[config.mk]
export PLATFORM = sky130hd
export DESIGN_NAME = mpcp_ctrl
export DESIGN_NICKNAME = d
export VERILOG_FILES = /design/src/hdl/min_padding_chunk_partition_top_defines.svh /design/src/hdl/mpcp_pkg.sv /design/src/hdl/mpcp_ctrl.sv
export SDC_FILE = /design/constraint.sdc
export NUM_CORES = 1
export LEC_CHECK = 0
export ABC_AREA = 1
export BUFFER_PORTS_ARGS = -buffer_cell sky130_fd_sc_hd__buf_4
export CAP_MARGIN = 20
export CORE_MARGIN = 2
export CORE_UTILIZATION = 48
export DETAILED_ROUTE_END_ITERATION = 10
export PLACE_DENSITY = 0.77
export SLEW_MARGIN = 20
export SYNTH_ARGS = -nofsm -noshare
export SYNTH_HDL_FRONTEND = slang
export SYNTH_SLANG_ARGS = --single-unit
[constraint.sdc]
create_clock -name clk -period 1.5 [get_ports clk]
set_input_delay 0.45 -clock clk [delete_from_list [all_inputs] [get_ports clk]]
set_output_delay 0.45 -clock clk [all_outputs]
set_load 0.01 [all_outputs]
[src/hdl/min_padding_chunk_partition_top_defines.svh]
`ifndef MIN_PADDING_CHUNK_PARTITION_TOP_DEFINES_SVH
`define MIN_PADDING_CHUNK_PARTITION_TOP_DEFINES_SVH

// same-cycle implication
`define MPCP_ASSERT_NOW(label, clk, rst, ante, cons, msg) \
  label: assert property (@(posedge clk) disable iff (rst) (ante) |-> (cons)) \
    else $error(msg);

// next-cycle implication
`define MPCP_ASSERT_NEXT(label, clk, rst, ante, cons, msg) \
  label: assert property (@(posedge clk) disable iff (rst) (ante) |=> (cons)) \
    else $error(msg);

`endif

[src/hdl/mpcp_pkg.sv]
`default_nettype none
package mpcp_pkg;

  localparam int MAX_ELEMENTS_DEF = 256;
  localparam int MAX_CHUNKS_DEF   = 8;
  localparam int LEN_W            = 16;
  localparam int END_W            = 8;
  localparam int CFG_W            = 4;
  localparam int PAD_W            = 40;

  typedef enum logic [4:0] {
    S_IDLE, S_CHECK, S_RA, S_RB, S_RC, S_MUL, S_COL0, S_NEXT,
    S_J0, S_J1, S_L0, S_L1, S_JW, S_BTI, S_B0, S_B1, S_EMIT, S_ERR
  } state_t;

  typedef enum logic [4:0] {
    OP_NONE, OP_STORE, OP_INIT, OP_RA, OP_RB, OP_RC, OP_MUL, OP_COL0,
    OP_NEXT, OP_J0, OP_J1, OP_L0, OP_L1, OP_JW, OP_BTI, OP_B0, OP_B1
  } dp_op_t;

  typedef struct packed {
    logic too_few;
    logic single;
    logic one_chunk;
    logic i_done;
    logic prev_valid;
    logic l_done;
    logic j_done;
    logic bt_zero;
    logic bt_follow;
    logic last_result;
  } status_t;

endpackage
`default_nettype wire

[src/hdl/mpcp_ctrl.sv]
`default_nettype none
module mpcp_ctrl (
  input  wire logic              clk,
  input  wire logic              rst,
  input  wire logic              in_valid,
  output logic                   in_stall,
  input  wire logic              last_item,
  output logic                   out_valid,
  input  wire logic              out_stall,
  input  wire mpcp_pkg::status_t st,
  output mpcp_pkg::dp_op_t       op
);

  mpcp_pkg::state_t state, state_next;

  always_ff @(posedge clk) begin
    if (rst) begin
      state <= mpcp_pkg::S_IDLE;
    end else begin
      state <= state_next;
    end
  end

  always_comb begin
    state_next = state;
    op         = mpcp_pkg::OP_NONE;
    in_stall   = (state != mpcp_pkg::S_IDLE);
    out_valid  = (state == mpcp_pkg::S_EMIT) || (state == mpcp_pkg::S_ERR);
    case (state)
      mpcp_pkg::S_IDLE: begin
        if (in_valid) begin
          op = mpcp_pkg::OP_STORE;
          if (last_item) state_next = mpcp_pkg::S_CHECK;
        end
      end
      mpcp_pkg::S_CHECK: begin
        op = mpcp_pkg::OP_INIT;
        if (st.too_few)     state_next = mpcp_pkg::S_ERR;
        else if (st.single) state_next = mpcp_pkg::S_BTI;
        else                state_next = mpcp_pkg::S_RA;
      end
      mpcp_pkg::S_RA: begin
        op = mpcp_pkg::OP_RA;
        state_next = mpcp_pkg::S_RB;
      end
      mpcp_pkg::S_RB: begin
        op = mpcp_pkg::OP_RB;
        state_next = mpcp_pkg::S_RC;
      end
      mpcp_pkg::S_RC: begin
        op = mpcp_pkg::OP_RC;
        state_next = mpcp_pkg::S_MUL;
      end
      mpcp_pkg::S_MUL: begin
        op = mpcp_pkg::OP_MUL;
        state_next = mpcp_pkg::S_COL0;
      end
      mpcp_pkg::S_COL0: begin
        op = mpcp_pkg::OP_COL0;
        if (!st.one_chunk) state_next = mpcp_pkg::S_J0;
        else if (st.i_done) state_next = mpcp_pkg::S_BTI;
        else state_next = mpcp_pkg::S_NEXT;
      end
      mpcp_pkg::S_NEXT: begin
        op = mpcp_pkg::OP_NEXT;
        state_next = mpcp_pkg::S_RA;
      end
      mpcp_pkg::S_J0: begin
        op = mpcp_pkg::OP_J0;
        state_next = mpcp_pkg::S_J1;
      end
      mpcp_pkg::S_J1: begin
        op = mpcp_pkg::OP_J1;
        state_next = st.prev_valid ? mpcp_pkg::S_L0 : mpcp_pkg::S_JW;
      end
      mpcp_pkg::S_L0: begin
        op = mpcp_pkg::OP_L0;
        state_next = mpcp_pkg::S_L1;
      end
      mpcp_pkg::S_L1: begin
        op = mpcp_pkg::OP_L1;
        state_next = st.l_done ? mpcp_pkg::S_JW : mpcp_pkg::S_L0;
      end
      mpcp_pkg::S_JW: begin
        op = mpcp_pkg::OP_JW;
        if (!st.j_done) state_next = mpcp_pkg::S_J0;
        else if (st.i_done) state_next = mpcp_pkg::S_BTI;
        else state_next = mpcp_pkg::S_NEXT;
      end
      mpcp_pkg::S_BTI: begin
        op = mpcp_pkg::OP_BTI;
        state_next = mpcp_pkg::S_B0;
      end
      mpcp_pkg::S_B0: begin
        op = mpcp_pkg::OP_B0;
        if (st.bt_zero) state_next = mpcp_pkg::S_EMIT;
        else if (st.bt_follow) state_next = mpcp_pkg::S_B1;
        else state_next = mpcp_pkg::S_B0;
      end
      mpcp_pkg::S_B1: begin
        // follow the chunk start mark back one chunk
        op = mpcp_pkg::OP_B1;
        state_next = mpcp_pkg::S_B0;
      end
      mpcp_pkg::S_EMIT: begin
        if (!out_stall && st.last_result) state_next = mpcp_pkg::S_IDLE;
      end
      mpcp_pkg::S_ERR: begin
        if (!out_stall) state_next = mpcp_pkg::S_IDLE;
      end
      default: begin
        state_next = mpcp_pkg::S_IDLE;
      end
    endcase
  end

endmodule
`default_nettype wire

==> results_dict.tcl, run 1 <==
set metrics [dict create \
    syn_avg_cell_area_um2 5.265 \
    dp_slack_ns -0.009832 \
    outcome "did not finish" \
    endpoint_type "top-level output" \
    gp_congestion 0.9040 \
    error "[ERROR GRT-0232] Routing congestion too high. Check the congestion heatmap in the GUI." \
    clk_path_buf_depth 2 \
    synth.cell_area_um2 658.1 \
    grt-worst-endpoint "op[0]" \
    synth_warnings 0 \
    cts_sinks 5 \
    die_w_um 41.03 \
    syn_nets 140 \
    rows 13 \
    cts-root-buf "clkbuf_4" \
    holdBufCountCts 0 \
    placed_cells 176 \
    portBuffers 21 \
    grt.overflow.total 53 \
    grt_use_total_pct 78.54 \
    ys_ff_latch 5 \
    synth_cell_types 21 \
    htreeDepth 1 \
    synth_cells 125 \
    dp_hpwl_mm 1.679 \
    ys_seq_area_share_pct 15.21 \
    grt_max_degree 8 \
    chipHeight_um 41.03 \
    initial_core_util_pct 51.22 \
    lastStage "5_1_grt" \
    num_io_pins 22 \
    cts_made_buffers 3 \
]
## logic make-up after synthesis
family          share of synthesized area (%)
simple gates                            60.65
buf+inv                                 15.21
compound gates                          8.936
flops                                   15.21
## synthesized netlist by cell type
cell | instances | area [um^2]
nand3_2 | 1 | 10.01
clkbuf_1 | 1 | 3.750
inv_2 | 4 | 15.01
a21oi_1 | 4 | 20.02
o311ai_0 | 1 | 8.760
o21bai_1 | 1 | 7.510
nand4_1 | 10 | 62.56
buf_2 | 1 | 5.000
nor2_1 | 18 | 67.56
nand2_1 | 34 | 127.6
dfxtp_1 | 5 | 100.1
o2111ai_1 | 1 | 8.760
buf_4 | 2 | 15.01
o21ai_1 | 1 | 5.000
nor4_1 | 1 | 6.260
nand2_2 | 1 | 6.260
inv_1 | 15 | 56.30
o21ai_2 | 1 | 8.760
clkinv_2 | 1 | 5.000
nor2_2 | 7 | 43.79
nand3_1 | 15 | 75.07
## stage by stage
| step | hold WS, ns | util, % | area (um^2) | TNS (ns) |
|---|---|---|---|---|
| after floorplan | 0.5191 | - | 658.1 | 0 |
| after global placement | 0.6493 | 74.20 | 953.4 | -0.02278 |
| after detailed placement | 0.6485 | 74.20 | 953.4 | -0.009832 |
| after CTS | 0.3806 | 91.43 | 1175 | -0.8598 |
## metal layers
layer	GRT overflow	global-route usage [%]
met1	0	75.49
met2	37	105.5
met3	0	42.39
met4	16	98.33
met5	0	8.333
## what timing repair did
item / 4_1_cts
setup buffers: 10
setup endpoints to repair: 7
cloned: 1
resized for setup: 35
pin swaps: 9
==> inputs of run 2 (changes only) <==
- CORE_AREA: unset -> 2 2 63 65
- CORE_MARGIN: 2 -> unset
- CORE_UTILIZATION: 48 -> unset
- DIE_AREA: unset -> 0 0 65 67
- PLACE_DENSITY: 0.77 -> unset
- PLACE_DENSITY_LB_ADDON: unset -> 0.15
==> run 2 against run 1 <==
Compared with the run above: the flow now finishes, with violations (setup timing); synthesized cell count unchanged; synthesized area unchanged.
==> results_dict.tcl, run 2 <==
set metrics [dict create \
    outcome "finished, violations left" \
    violations "setup timing" \
    ys_ff_latch 5 \
    dieArea_um2 4355 \
    cts_tree "done" \
    synth-edff-count 0 \
    synth_top_cells_by_area "nand2_1, dfxtp_1, nand3_1" \
    antenna_found_initial 0 \
    power.density_nw_per_um2 1288 \
    syn_avg_cell_area_um2 5.265 \
    drive_above_1_share_pct 52.22 \
    setup_viol 6 \
    worstMarginPinSlew_ns 0.2887 \
    grt_max_degree 13 \
    period_share_pct 110.6 \
    top_register "state" \
    drt_iter0_markers 96 \
    place_area_um2 1040 \
    drtPass1Iterations 4 \
    clk_latency_ns 0.22 \
    max-cap-violations 0 \
    regArea_um2 116.4 \
    grt.overflow.total 0 \
    critical_path.cell_chain "nor2_4, nand2_2, nor2_4, nand2_1, nand2_1, buf_4" \
    hold_viol 0 \
    cp_num_buf_inv 1 \
    cts_made_buffers 3 \
    clk_path_buf_depth 2 \
    cp.arrival_ns 1.21 \
    final.fill_count 386 \
    layoutNonFillerInstCount 228 \
    slew_headroom_pct 80.45 \
    syn_nets 140 \
    synth_xor_area_share_pct 0 \
    crit_family "simple AND/OR/NAND/NOR gates" \
    synth_top_area_share_pct 19.39 \
    report.final.slew_viol_count 0 \
    grt_pass1_vias 968 \
    whs_ns 0.4173 \
    initial_core_util_pct 18.25 \
    remaining_drc_errors 0 \
    multi_input_area_um2 553.0 \
    r2r_end "state[0]" \
    synth_cell_types 21 \
    synth_mux_area_share_pct 0 \
    path_clk_slew_ns 0.04 \
    critPathMaxFanout 7 \
    worst_slack_ns -0.1584 \
    cts-root-buf "clkbuf_8" \
    synthSimpleGateAreaFrac_pct 60.65 \
    synth_ff_type "dfxtp_1" \
    max_freq_mhz 603.0 \
    area_growth_pct 96.01 \
    hold_class "input port to flip-flop" \
    crit_type "flip-flop to primary output" \
    chipHeight_um 67 \
    synth-compound-area-share_pct 8.935 \
    dp_hpwl_mm 1.946 \
    async_reset_ff_share_pct 0 \
    rsz0062_at_grt "true" \
    portBuffers 21 \
    timing.rr.start "state[3]" \
    path_depth 6 \
    crit_path_start "state[3]" \
    layout_common_cells "buf_4, nand2_1, nor2_1" \
    holdBufCountCts 0 \
    setup.worst_path.end "op[0]" \
    grt_pass1_wl_mm 4.402 \
    reg2regPathDepth 11 \
    yosysTopAreaCell "nand2_1" \
    largest_reg_flops 5 \
    finalCriticalPeriod_ns 1.658 \
    setup.worst_path.start_class "flip-flop" \
    cts_sinks 5 \
    synth_warnings 0 \
    p_leak_nw 0.6848 \
    num_io_pins 22 \
    slowest_stage "dfxtp_4" \
    final_area_um2 1290 \
    route.vias.total 985 \
    synthAdderAreaFrac_pct 0 \
    setup_tns_ns -0.7576 \
    fin_nets 196 \
    placed_cells 215 \
    top_regs "state (5)" \
    num_antenna_cells 0 \
    synthTopCellsByCount "nand2_1, nor2_1, inv_1, nand3_1, nand4_1" \
    die_w_um 65 \
    cp-end-kind "primary output" \
    wl_per_cell_um 11.23 \
    r2r_slack_ns 0.08 \
    htreeDepth 1 \
    vias_per_cell 4.320 \
    synth.cell_area_um2 658.1 \
    routed_wl_mm 2.561 \
    ir_drop_mv 0.4245 \
    rows 22 \
    synth_cells 125 \
    ant_nets 0 \
    synth_top_family_by_area "simple AND/OR/NAND/NOR gates" \
    fin_skew_ns 0.004294 \
    yosysMostFrequentCell "nand2_1" \
    ys_seq_area_share_pct 15.21 \
    coreArea_um2 3606 \
    cpPeakStageDelay_ns 0.38 \
    layout_commonest_cell "buf_4" \
    gp_congestion 0.8042 \
    critPathRequiredTime_ns 1.05 \
    grt_use_total_pct 12.98 \
]
run 2: routing by layer:
layer / part of all wire, % / global-route usage, % / up-vias
li1: - / - / 517
met1: 43 / 15.35 / 453
met2: 53 / 23.97 / 15
met3: 3.4 / 3.378 / 0
met4: 0 / 1.596 / 0
met5: 0 / 0 / -
run 2: how the worst min path moves through the flow:
stage	start	end	slack, ns	cells after the start
2_1_floorplan	rst	state[1]	0.52	1
3_3_place_gp	rst	state[2]	0.66	2
3_5_place_dp	rst	state[2]	0.66	2
4_1_cts	rst	state[3]	0.42	2
5_1_grt	rst	state[3]	0.42	2
6_report	rst	state[3]	0.42	2
run 2: metrics by stage:
step | power, mW | util [%] | setup WS, ns
global route | 1.793 | 35.77 | -0.2269
global placement | 1.111 | 28.83 | -0.06809
finish | 1.661 | 35.77 | -0.1584
floorplan | 0.6407 | - | 0.03084
CTS | 1.526 | 33.52 | -0.1428
detailed placement | 1.095 | 28.83 | -0.03199
run 2: cell type report:
| cell class | count | share of cell area (%) |
|---|---|---|
| sequential | 5 | 9.020 |
| multi-input combinational | 96 | 42.87 |
| clock buffer | 4 | 3.492 |
| inverter | 20 | 6.790 |
| timing repair buffer | 55 | 33.17 |
| tap | 48 | 4.656 |
run 2: cell families after synthesis:
family / Yosys count
AND/OR/NAND/NOR: 87
AO/OA/AOI/OAI: 9
flip-flops: 5
buffers and inverters: 24
run 2: repair_timing:
item / CTS / global route
buffers inserted: 5 / 5
pin swaps: 5 / 9
endpoints found under the setup margin: 7 / 10
endpoints found under the hold margin: 0 / 0
cloned: 0 / 0
resized for setup: 27 / 16
run 2: power by group:
group          internal [mW]  switching [mW]  total (mW)
clock                  0.183          0.0737       0.257
combinational          0.616           0.549        1.16
sequential             0.173          0.0663       0.240
total                  0.972           0.689        1.66
Power figures use the tool's default switching activity.
